File: config.mk
export PLATFORM = sky130hd
export DESIGN_NAME = freq_sweep_with_level_stop_unit
export DESIGN_NICKNAME = d
export VERILOG_FILES = /design/src/fsweep_pkg.sv /design/src/freq_sweep_with_level_stop_unit.sv
export SDC_FILE = /design/constraint.sdc
export NUM_CORES = 1
export LEC_CHECK = 0
export BUFFER_PORTS_ARGS = -buffer_cell sky130_fd_sc_hd__buf_2
export CORE_ASPECT_RATIO = 0.8
export CORE_UTILIZATION = 46
export CTS_CLUSTER_SIZE = 8
export DETAILED_ROUTE_END_ITERATION = 8
export PLACE_DENSITY_LB_ADDON = 0.15
export SETUP_SLACK_MARGIN = 0.3
export SLEW_MARGIN = 20
export SYNTH_ARGS = -nofsm -noshare
export SYNTH_HDL_FRONTEND = slang
export SYNTH_SLANG_ARGS = --single-unit
export TNS_END_PERCENT = 1
File: constraint.sdc
create_clock -name clk -period 6.3 [get_ports clk]
set_input_delay 0.315 -clock clk [delete_from_list [all_inputs] [get_ports clk]]
set_output_delay 0.315 -clock clk [all_outputs]
set_load 0.02 [all_outputs]
File: src/fsweep_pkg.sv
package fsweep_pkg;

  localparam int FreqWidth  = 32;
  localparam int CountWidth = 4;
  localparam int OpWidth    = 3;
  localparam int CfgIdxWidth = 3;
  localparam int InDataWidth = 8;
  localparam int OutDataWidth = 40;

  typedef logic [FreqWidth-1:0]  freq_t;
  typedef logic [CountWidth-1:0] count_t;

  typedef enum logic [OpWidth-1:0] {
    OP_START       = 3'd0,
    OP_STOP        = 3'd1,
    OP_DWELL_TICK  = 3'd2,
    OP_LEVEL_CHECK = 3'd3,
    OP_CLEAR_RESCAN = 3'd4
  } op_t;

  typedef enum logic [CfgIdxWidth-1:0] {
    REG_START_FREQ  = 3'd0,
    REG_STOP_FREQ   = 3'd1,
    REG_STEP_FREQ   = 3'd2,
    REG_HIGH_NEEDED = 3'd3,
    REG_LOW_NEEDED  = 3'd4
  } cfg_reg_t;

  localparam freq_t  StartFreqReset  = 32'd800000;
  localparam freq_t  StopFreqReset   = 32'd1000000;
  localparam freq_t  StepFreqReset   = 32'd1000000;
  localparam count_t HighNeededReset = 4'd3;
  localparam count_t LowNeededReset  = 4'd10;

  typedef struct packed {
    logic  stable_level;
    logic  rescan_request;
    logic  halted_by_level;
    logic  is_finished;
    logic  is_running;
    logic  frequency_update;
    freq_t frequency;
  } result_t;

endpackage

File: src/freq_sweep_with_level_stop_unit.sv
// A result appears on the master side in the cycle after its request is accepted.
// Throughput: one request per cycle while the master side is ready; the single output register refills as it is read.
// Rate is set by the state update of frequency, flags and debounce counters.
// Reset (rst, synchronous, active high) restores the register defaults, clears all flags
// and debounce counters, loads the start frequency default and empties the output register.
module freq_sweep_with_level_stop_unit (
  input  logic        clk,
  input  logic        rst,
  input  logic        s_axis_tvalid,
  output logic        s_axis_tready,
  input  logic [7:0]  s_axis_tdata,   // [0] pin_level, [7:1] zero
  input  logic [2:0]  s_axis_tuser,   // [2:0] op
  output logic        m_axis_tvalid,
  input  logic        m_axis_tready,
  output logic [39:0] m_axis_tdata,   // [31:0] frequency, [32] frequency_update,
                                      // [33] is_running, [34] is_finished,
                                      // [35] halted_by_level, [36] rescan_request,
                                      // [37] stable_level, [39:38] zero
  input  logic        cfg_valid,
  output logic        cfg_ready,
  input  logic [2:0]  cfg_index,
  input  logic [31:0] cfg_data
);

  fsweep_pkg::freq_t  sweep_start;
  fsweep_pkg::freq_t  sweep_stop;
  fsweep_pkg::freq_t  sweep_step;
  fsweep_pkg::count_t high_needed;
  fsweep_pkg::count_t low_needed;

  fsweep_pkg::freq_t  cur_freq, cur_freq_next;
  logic running, running_next;
  logic finished, finished_next;
  logic level_halt, level_halt_next;
  logic rescan, rescan_next;
  logic prev_level, prev_level_next;
  fsweep_pkg::count_t high_count, high_count_next;
  fsweep_pkg::count_t low_count, low_count_next;

  fsweep_pkg::result_t result;
  fsweep_pkg::result_t result_next;

  logic in_accept;
  logic pin;
  logic update;
  logic deb_level;
  fsweep_pkg::count_t high_inc, low_inc;
  fsweep_pkg::count_t high_deb, low_deb;
  logic [fsweep_pkg::FreqWidth:0] tick_sum;

  assign cfg_ready     = 1'b1;
  assign s_axis_tready = !m_axis_tvalid || m_axis_tready;
  assign in_accept     = s_axis_tvalid && s_axis_tready;
  assign pin           = s_axis_tdata[0];

  always_ff @(posedge clk) begin
    if (rst) begin
      sweep_start <= fsweep_pkg::StartFreqReset;
      sweep_stop  <= fsweep_pkg::StopFreqReset;
      sweep_step  <= fsweep_pkg::StepFreqReset;
      high_needed <= fsweep_pkg::HighNeededReset;
      low_needed  <= fsweep_pkg::LowNeededReset;
    end else if (cfg_valid) begin
      case (fsweep_pkg::cfg_reg_t'(cfg_index))
        fsweep_pkg::REG_START_FREQ:  sweep_start <= cfg_data;
        fsweep_pkg::REG_STOP_FREQ:   sweep_stop  <= cfg_data;
        fsweep_pkg::REG_STEP_FREQ:   sweep_step  <= cfg_data;
        fsweep_pkg::REG_HIGH_NEEDED: high_needed <= cfg_data[fsweep_pkg::CountWidth-1:0];
        fsweep_pkg::REG_LOW_NEEDED:  low_needed  <= cfg_data[fsweep_pkg::CountWidth-1:0];
        default: ;
      endcase
    end
  end

  // Saturating debounce counters; the threshold check clamps an oversized count.
  always_comb begin
    if (pin) begin
      high_inc = (high_count < high_needed) ? high_count + 4'd1 : high_count;
      low_inc  = '0;
    end else begin
      high_inc = '0;
      low_inc  = (low_count < low_needed) ? low_count + 4'd1 : low_count;
    end
    high_deb  = high_inc;
    low_deb   = low_inc;
    deb_level = prev_level;
    if (high_inc >= high_needed) begin
      high_deb  = high_needed;
      deb_level = 1'b1;
    end else if (low_inc >= low_needed) begin
      low_deb   = low_needed;
      deb_level = 1'b0;
    end
  end

  assign tick_sum = {1'b0, cur_freq} + {1'b0, sweep_step};

  always_comb begin
    cur_freq_next   = cur_freq;
    running_next    = running;
    finished_next   = finished;
    level_halt_next = level_halt;
    rescan_next     = rescan;
    prev_level_next = prev_level;
    high_count_next = high_count;
    low_count_next  = low_count;
    update          = 1'b0;
    case (fsweep_pkg::op_t'(s_axis_tuser))
      fsweep_pkg::OP_START: begin
        cur_freq_next   = sweep_start;
        running_next    = 1'b1;
        finished_next   = 1'b0;
        level_halt_next = 1'b0;
        rescan_next     = 1'b0;
        prev_level_next = deb_level;
        high_count_next = high_deb;
        low_count_next  = low_deb;
        update          = 1'b1;
      end
      fsweep_pkg::OP_STOP: begin
        running_next = 1'b0;
      end
      fsweep_pkg::OP_DWELL_TICK: begin
        if (running) begin
          if (tick_sum > {1'b0, sweep_stop}) begin
            running_next  = 1'b0;
            finished_next = 1'b1;
          end else begin
            cur_freq_next = tick_sum[fsweep_pkg::FreqWidth-1:0];
            update        = 1'b1;
          end
        end
      end
      fsweep_pkg::OP_LEVEL_CHECK: begin
        high_count_next = high_deb;
        low_count_next  = low_deb;
        prev_level_next = deb_level;
        if (running) begin
          if (deb_level) begin
            running_next    = 1'b0;
            finished_next   = 1'b0;
            level_halt_next = 1'b1;
            rescan_next     = 1'b0;
          end
        end else if (level_halt && prev_level && !deb_level) begin
          rescan_next     = 1'b1;
          level_halt_next = 1'b0;
        end
      end
      fsweep_pkg::OP_CLEAR_RESCAN: begin
        rescan_next = 1'b0;
      end
      default: ;
    endcase
    result_next.frequency        = cur_freq_next;
    result_next.frequency_update = update;
    result_next.is_running       = running_next;
    result_next.is_finished      = finished_next;
    result_next.halted_by_level  = level_halt_next;
    result_next.rescan_request   = rescan_next;
    result_next.stable_level     = prev_level_next;
  end

  always_ff @(posedge clk) begin
    if (rst) begin
      cur_freq      <= fsweep_pkg::StartFreqReset;
      running       <= 1'b0;
      finished      <= 1'b0;
      level_halt    <= 1'b0;
      rescan        <= 1'b0;
      prev_level    <= 1'b0;
      high_count    <= '0;
      low_count     <= '0;
      m_axis_tvalid <= 1'b0;
    end else begin
      if (in_accept) begin
        cur_freq   <= cur_freq_next;
        running    <= running_next;
        finished   <= finished_next;
        level_halt <= level_halt_next;
        rescan     <= rescan_next;
        prev_level <= prev_level_next;
        high_count <= high_count_next;
        low_count  <= low_count_next;
        m_axis_tvalid <= 1'b1;
      end else if (m_axis_tready) begin
        m_axis_tvalid <= 1'b0;
      end
    end
  end

  always_ff @(posedge clk) begin
    if (in_accept) begin
      result <= result_next;
    end
  end

  assign m_axis_tdata = {2'b00, result};

`ifndef ASSERT_OFF
  a_run_fin_exclusive: assert property (@(posedge clk) disable iff (rst)
    !(running && finished))
    else $error("sweep both running and finished");

  a_halt_rescan_exclusive: assert property (@(posedge clk) disable iff (rst)
    !(level_halt && rescan))
    else $error("level halt and rescan request both set");

  a_update_while_running: assert property (@(posedge clk) disable iff (rst)
    (m_axis_tvalid && result.frequency_update) |-> result.is_running)
    else $error("synthesizer update reported while not running");

  a_result_follows_accept: assert property (@(posedge clk) disable iff (rst)
    in_accept |=> (m_axis_tvalid && result.frequency == cur_freq))
    else $error("accepted request gave no matching result");
`endif

endmodule
==> out/metrics.yaml, run 1 <==
placed_design:
  dp_hpwl_um: 19700
  gp_congestion: 0.914
  io_buffers: 83
  dpl_worst_slack_ps: 509
  numPlacedInstances: 1628
status:
  status: "complete, but fails checks"
  violations: "design-rule violations"
timing:
  setup-tns-final_ps: 0
  fin_hold_ws_ps: 100
  fmax_mhz: 173
  hold_viol_final: 0
  drv_slew: 0
  finalSetupViolCount: 0
  period_share_pct: 91.8
  relSlewSlack_pct: 39.5
  finalCriticalPeriod_ps: 5780
  worst_slack_ps: 516
  clock_skew_ps: 12.2
  rsz0062_at_grt: "true"
  tightest_slew_ps: 906
synthesis:
  async_flop_share_pct: 0
  avgSynthCellArea_um2: 8.10
  ys_types: 67
  yosysSeqAreaShare_pct: 39.5
  synthCells: 1295
  synth.cell_area_um2: 10500
  synth_top_flop_cell: "dfxtp_1"
  synth-seq-cells: 188
  yosysWarnings: 0
  synth_edf_count: 38
clock_tree:
  path_clk_slew_ps: 80
  cts_tree: "built"
  clkSinkCount: 188
  clock_latency_ps: 450
  cts_setup_buffers: 0
  cts_buffers: 17
  htree_num_levels: 4
  cts.path.max_buffers: 2
  cts_root_buf: "clkbuf_16"
cells_and_area:
  nFillCells: 2210
  area_growth_pct: 11.1
  seq_area_um2: 4140
  final_common_cell: "nand2_1"
  drive_above_1_share_pct: 11.1
  finalNetCount: 1473
  fin_cells: 1660
  multi_input_area_um2: 5780
  n_antenna_cell: 0
  final_cell_mix: "249 x nand2_1, 175 x a21oi_1, 150 x dfxtp_1, 85 x nor2_1, 82 x buf_2"
power_and_ir_drop:
  p_leak_nw: 4.94
  power_density_nw_per_um2: 230
  vdd_drop_max_uv: 195
setup_path:
  crit_type: "flop to flop"
  r2r_slack_ps: 520
  r2r_cells: 23
  rr_startpoint: "cur_freq[0]$_SDFFE_PP0P_"
  critPathMaxFanout: 31
  crit_path_frequent_cell: "a21oi_1"
  crit_family: "compound AO/OA/AOI/OAI gates"
  startpoint_type: "flop"
  required_ps: 6500
  slowest_delay_ps: 450
  path_cells: "ha_1 > inv_1 > fa_1 > nand2b_1 > a21oi_1 > o41ai_4 > o21ai_2 > a41o_1 > nand2_1 > o21ai_0 > xor2_1 > ha_1 > a21oi_1 > o21ai_0 > a221oi_1 > nand3_1 > a22o_1 > a2111oi_4 > buf_4 > and2_1 > buf_4 > a21oi_1 > o22a_1"
  crit_buf_inv: 3
  reg2reg_to: "m_axis_tdata[30]$_DFFE_PP_"
  critPathSlowestCell: "a221oi_1"
  cp.arrival_ps: 5990
  cp-end-kind: "flop"
route:
  antenna_left: 0
  highest_layer: "met4"
  wl_per_cell_um: 17.4
  wl_um: 28900
  viasPerCell: 5.57
  met1_length_um: 14400
  vias: 9240
  routed-wl-met2_um: 12800
  dr.pass1.iters: 8
  drtIter0Drc: 759
  wl_met3_um: 1470
  drc: 2
die:
  dieWidth_um: 171
  die-area_um2: 23400
  boundaryPins: 94
  rows: 49
  core_um2: 22400
  start_util_pct: 46.8
  die_h_um: 137
min_path:
  hold_class: "input pin to flop"
  holdCritStartpoint: "s_axis_tvalid"
  hold_end: "m_axis_tvalid$_SDFFE_PP0P_"
  hold-path-cell-count: 3
global_route:
  grt_max_degree: 67
  grt-ovfl-total: 0
  track_usage_pct: 25.2
  grt_pass1_wl_um: 44900
  grt_pass1_vias: 8171
  antenna_found_initial: 0
run:
  drv_cap: 0
-- worst register-to-register path: stages (launching register included) --
cell,delay (ps)
dfxtp_1,360
ha_1,180
inv_1,50
fa_1,400
nand2b_1,180
a21oi_1,280
o41ai_4,150
o21ai_2,230
a41o_1,320
nand2_1,130
o21ai_0,220
xor2_1,250
ha_1,290
a21oi_1,120
o21ai_0,120
a221oi_1,450
nand3_1,130
a22o_1,270
a2111oi_4,330
buf_4,450
and2_1,210
buf_4,170
a21oi_1,70
o22a_1,170
-- report_power, final --
group	internal [mW]	switching (mW)
registers	1.27	0.0201
clock network	0.534	0.532
logic	0.111	0.219
-- flip-flops by register name, indices dropped and copies added (netlist names) --
signal,count
sweep_step,32
m_axis_tdata,38
sweep_start,32
cur_freq,32
rescan,1
running,1
high_count,4
level_halt,1
high_needed,4
prev_level,1
m_axis_tvalid,1
sweep_stop,32
low_count,4
finished,1
low_needed,4
-- through the flow --
stage | cell area, um2 | power, mW | utilization (%)
floorplan | 10500 | 1.53 | -
global placement | 11100 | 1.64 | 49.4
detailed placement | 11100 | 1.64 | 49.4
CTS | 11700 | 2.70 | 52.0
global route | 11700 | 2.79 | 52.0
finish | 11700 | 2.68 | 52.0
-- routing by layer --
| layer | GRT usage [%] | vias up |
|---|---|---|
| li1 | - | 4611 |
| met3 | 4.05 | 19 |
| met4 | 6.35 | 0 |
| met2 | 39.1 | 257 |
| met5 | 0 | - |
| met1 | 36.2 | 4353 |
-- cells by family after synthesis --
family	after synthesis	synth area share [%]
AO/OA/AOI/OAI	377	22.3
XOR/XNOR	31	2.59
adder cells (fa/ha/maj)	81	9.73
buffers and inverters	142	5.53
flip-flops	188	39.5
multiplexers	12	1.16
other	2	0.0716
AND/OR/NAND/NOR	462	19.2
-- cell usage after synthesis, types with 11 or more instances --
cell type | instances | area (um2)
nand2_1 | 249 | 935
a21oi_1 | 175 | 876
dfxtp_1 | 150 | 3000
nor2_1 | 88 | 330
ha_1 | 80 | 1000
inv_1 | 70 | 263
clkbuf_1 | 56 | 210
o21ai_0 | 53 | 265
edfxtp_1 | 38 | 1140
a21o_1 | 32 | 240
nand3_1 | 30 | 150
xnor2_1 | 22 | 193
nand4_1 | 16 | 100
a211oi_1 | 15 | 113
and3_1 | 15 | 93.8
a31oi_1 | 14 | 87.6
and2_1 | 13 | 81.3
o211ai_1 | 13 | 97.6
mux2i_1 | 11 | 110
nor3_1 | 11 | 55.1
-- final cells by class --
| class | count | area share (%) |
|---|---|---|
| Tap cell | 306 | 3.28 |
| Multi-Input combinational cell | 966 | 49.6 |
| Inverter | 71 | 2.31 |
| Sequential cell | 188 | 35.5 |
| Timing Repair Buffer | 97 | 4.48 |
| Clock buffer | 18 | 3.77 |
| Clock inverter | 14 | 1.07 |
-- what timing repair did --
action | in CTS | in global routing
gates resized for setup | 0 | 2
endpoints found under the setup margin | 0 | 31
endpoints found under the hold margin | 0 | 0
hold buffers | 0 | 0
-- worst max-delay path by stage --
stage | from | slack (ps) | endpoint | depth (start not counted)
floorplan | cur_freq[0]$_SDFFE_PP0P_ | 1640 | m_axis_tdata[10]$_DFFE_PP_ | 20
global placement | cur_freq[0]$_SDFFE_PP0P_ | 530 | cur_freq[10]$_SDFFE_PP1P_ | 22
detailed placement | cur_freq[0]$_SDFFE_PP0P_ | 510 | cur_freq[13]$_SDFFE_PP1P_ | 22
CTS | cur_freq[0]$_SDFFE_PP0P_ | 500 | cur_freq[10]$_SDFFE_PP1P_ | 22
global route | cur_freq[0]$_SDFFE_PP0P_ | 170 | m_axis_tdata[18]$_DFFE_PP_ | 22
finish | cur_freq[0]$_SDFFE_PP0P_ | 520 | m_axis_tdata[30]$_DFFE_PP_ | 23
(Power assumes the default switching activity.)
==> run 2, diff against run 1 <==
--- a/config.mk
+++ b/config.mk
@@ -11,6 +11,7 @@
 export CTS_CLUSTER_SIZE = 8
 export DETAILED_ROUTE_END_ITERATION = 8
 export PLACE_DENSITY_LB_ADDON = 0.15
+export RECOVER_POWER = 25
 export SETUP_SLACK_MARGIN = 0.3
 export SLEW_MARGIN = 20
 export SYNTH_ARGS = -nofsm -noshare
==> out/metrics.yaml, run 2 (synthesized netlist as in run 1, its figures left out) <==
die:
  rows: 49  # unchanged
  start_util_pct: 46.8  # unchanged
  boundaryPins: 94  # unchanged
  core_um2: 22400  # unchanged
  dieWidth_um: 171  # unchanged
  die-area_um2: 23400  # unchanged
  die_h_um: 137  # unchanged
timing:
  fin_hold_ws_ps: 99.6  # was 100 ps
  finalCriticalPeriod_ps: 5770  # was 5780 ps
  drv_slew: 94  # was 0
  finalSetupViolCount: 0  # unchanged
  relSlewSlack_pct: -55.8  # was 39.5%
  hold_viol_final: 0  # unchanged
  tightest_slew_ps: 2340  # was 906 ps
  fmax_mhz: 173  # about the same
  clock_skew_ps: 12.1  # was 12.2 ps
  setup-tns-final_ps: 0  # unchanged
  period_share_pct: 91.6  # was 91.8%
  rsz0062_at_grt: "true"  # unchanged
placed_design:
  gp_congestion: 0.914  # unchanged
  io_buffers: 83  # unchanged
  dp_hpwl_um: 19700  # unchanged
clock_tree:
  cts_root_buf: "clkbuf_16"  # unchanged
  htree_num_levels: 4  # unchanged
  cts_resized: 0  # unchanged
  cts_tree: "built"  # unchanged
  cts_setup_buffers: 0  # unchanged
  path_clk_slew_ps: 80  # about the same
  cts.path.max_buffers: 2  # unchanged
  clock_latency_ps: 450  # about the same
  cts_buffers: 17  # unchanged
  cts_hold_buf: 0  # unchanged
  clkSinkCount: 188  # unchanged
setup_path:
  crit_family: "compound AO/OA/AOI/OAI gates"  # unchanged
  slowest_delay_ps: 450  # about the same
  critPathSlowestCell: "a221oi_1"  # unchanged
  crit_cells: 23  # unchanged
  startpoint_type: "flop"  # unchanged
  r2r_cells: 23  # unchanged
  reg2reg_to: "m_axis_tdata[30]$_DFFE_PP_"  # unchanged
  path_cells: "ha_1 > inv_1 > fa_1 > nand2b_1 > a21oi_1 > o41ai_4 > o21ai_2 > a41o_1 > nand2_1 > o21ai_0 > xor2_1 > ha_1 > a21oi_1 > o21ai_0 > a221oi_1 > nand3_1 > a22o_1 > a2111oi_4 > buf_4 > and2_1 > buf_4 > a21oi_1 > o22a_1"  # unchanged
  r2r_slack_ps: 530  # was 520 ps
  crit_path_frequent_cell: "a21oi_1"  # unchanged
  crit_path_start: "cur_freq[0]$_SDFFE_PP0P_"  # unchanged
  cp-end-kind: "flop"  # unchanged
  critPathMaxFanout: 31  # unchanged
  cp.arrival_ps: 5980  # was 5990 ps
  required_ps: 6510  # was 6500 ps
  cp-endpoint: "m_axis_tdata[30]$_DFFE_PP_"  # unchanged
  rr_startpoint: "cur_freq[0]$_SDFFE_PP0P_"  # unchanged
  crit_type: "flop to flop"  # unchanged
  crit_buf_inv: 3  # unchanged
global_route:
  antenna_found_initial: 0  # unchanged
  grt_max_degree: 67  # unchanged
  grt_pass1_wl_um: 44900  # unchanged
  track_usage_pct: 25.2  # unchanged
  grt-ovfl-total: 0  # unchanged
  grt_pass1_vias: 8171  # unchanged
route:
  routed-wl-met2_um: 12800  # about the same
  antenna_left: 0  # unchanged
  wl_met3_um: 1480  # was 1470 um
  met1_length_um: 14300  # was 14,400 um
  wl_per_cell_um: 17.4  # about the same
  drc: 2  # unchanged
  drtIter0Drc: 783  # was 759
  vias: 9239  # was 9,240
  wl_um: 28900  # about the same
  viasPerCell: 5.57  # about the same
  dr.pass1.iters: 7  # was 8
  highest_layer: "met4"  # unchanged
cells_and_area:
  finalNetCount: 1473  # unchanged
  n_antenna_cell: 0  # unchanged
  multi_input_area_um2: 5780  # unchanged
  final_common_cell: "nand2_1"  # unchanged
  area_growth_pct: 10.6  # was 11.1%
  drive_above_1_share_pct: 7.90  # was 11.1%
  utilization_pct: 51.7  # was 52.0%
  final_cell_mix: "249 x nand2_1, 175 x a21oi_1, 150 x dfxtp_1, 85 x nor2_1, 80 x ha_1"  # was 249 x nand2_1, 175 x a21oi_1, 150 x dfxtp_1, 85 x nor2_1, 82 x buf_2
  seq_area_um2: 4140  # unchanged
  nFillCells: 2229  # was 2,210
  largest_register_ffs: 38  # unchanged
power_and_ir_drop:
  internal_power_mw: 1.91  # about the same
  p_seq_share_pct: 48.0  # was 47.9%
  power_density_nw_per_um2: 231  # was 230 nW/um2
  power.combinational.fraction_pct: 12.2  # was 12.3%
  clkPwrFrac_pct: 39.8  # about the same
  p_leak_nw: 4.81  # was 4.94 nW
  vdd_drop_max_uv: 193  # was 195 uV
  power_switching_mw: 0.773  # was 0.772 mW
  sw_frac_of_total_pct: 28.8  # about the same
min_path:
  hold-path-cell-count: 3  # unchanged
  holdCritStartpoint: "s_axis_tvalid"  # unchanged
  hold_class: "input pin to flop"  # unchanged
status:
  violations: "design-rule violations, max-capacitance violations, max-slew violations"  # was design-rule violations
  status: "complete, but fails checks"  # unchanged
run:
  drv_cap: 3  # was 0
-- run 2: worst min-delay path by stage --
stage                                         endpoint  slack, ps
after floorplan           sweep_start[14]$_SDFFE_PP0P_        430
after CTS                   m_axis_tvalid$_SDFFE_PP0P_         90
after detailed placement  sweep_start[31]$_SDFFE_PP0P_        440
after global routing        m_axis_tvalid$_SDFFE_PP0P_         90
final                       m_axis_tvalid$_SDFFE_PP0P_        100
after global placement    sweep_start[25]$_SDFFE_PP0P_        440
-- run 2: tightest hold or removal path, stage by stage --
cell	delay, ps
buf_2	100
inv_1	40
a21oi_1	50
-- run 2: power groups by stage --
stage               logic [mW]  registers [mW]  clock network, mW
finish                   0.326            1.29               1.07
global route             0.361            1.29               1.13
CTS                      0.329            1.29               1.09
detailed placement       0.328            1.31                  0
global placement         0.324            1.31                  0
floorplan                0.205            1.33                  0
-- run 2: routing by layer --
layer | vias up | track usage, %
met3 | 19 | 4.05
met1 | 4355 | 36.2
met2 | 242 | 39.1
met4 | 0 | 6.35
li1 | 4623 | -
met5 | - | 0
-- run 2: layout make-up --
| cell class | count | share of cell area (%) |
|---|---|---|
| Inverter | 71 | 2.32 |
| Sequential cell | 188 | 35.7 |
| Clock buffer | 18 | 3.78 |
| Clock inverter | 14 | 1.08 |
| Multi-Input combinational cell | 966 | 49.8 |
| Tap cell | 306 | 3.30 |
| Timing Repair Buffer | 97 | 4.04 |
-- run 2: through the flow --
stage | setup WS [ps] | instances | area (um2) | power [mW]
5_1_grt | 167 | 1660 | 11600 | 2.78
3_3_place_gp | 535 | 1628 | 11100 | 1.64
3_5_place_dp | 509 | 1628 | 11100 | 1.64
4_1_cts | 499 | 1660 | 11700 | 2.70
2_1_floorplan | 1640 | 1296 | 10500 | 1.53
6_report | 526 | 1660 | 11600 | 2.68
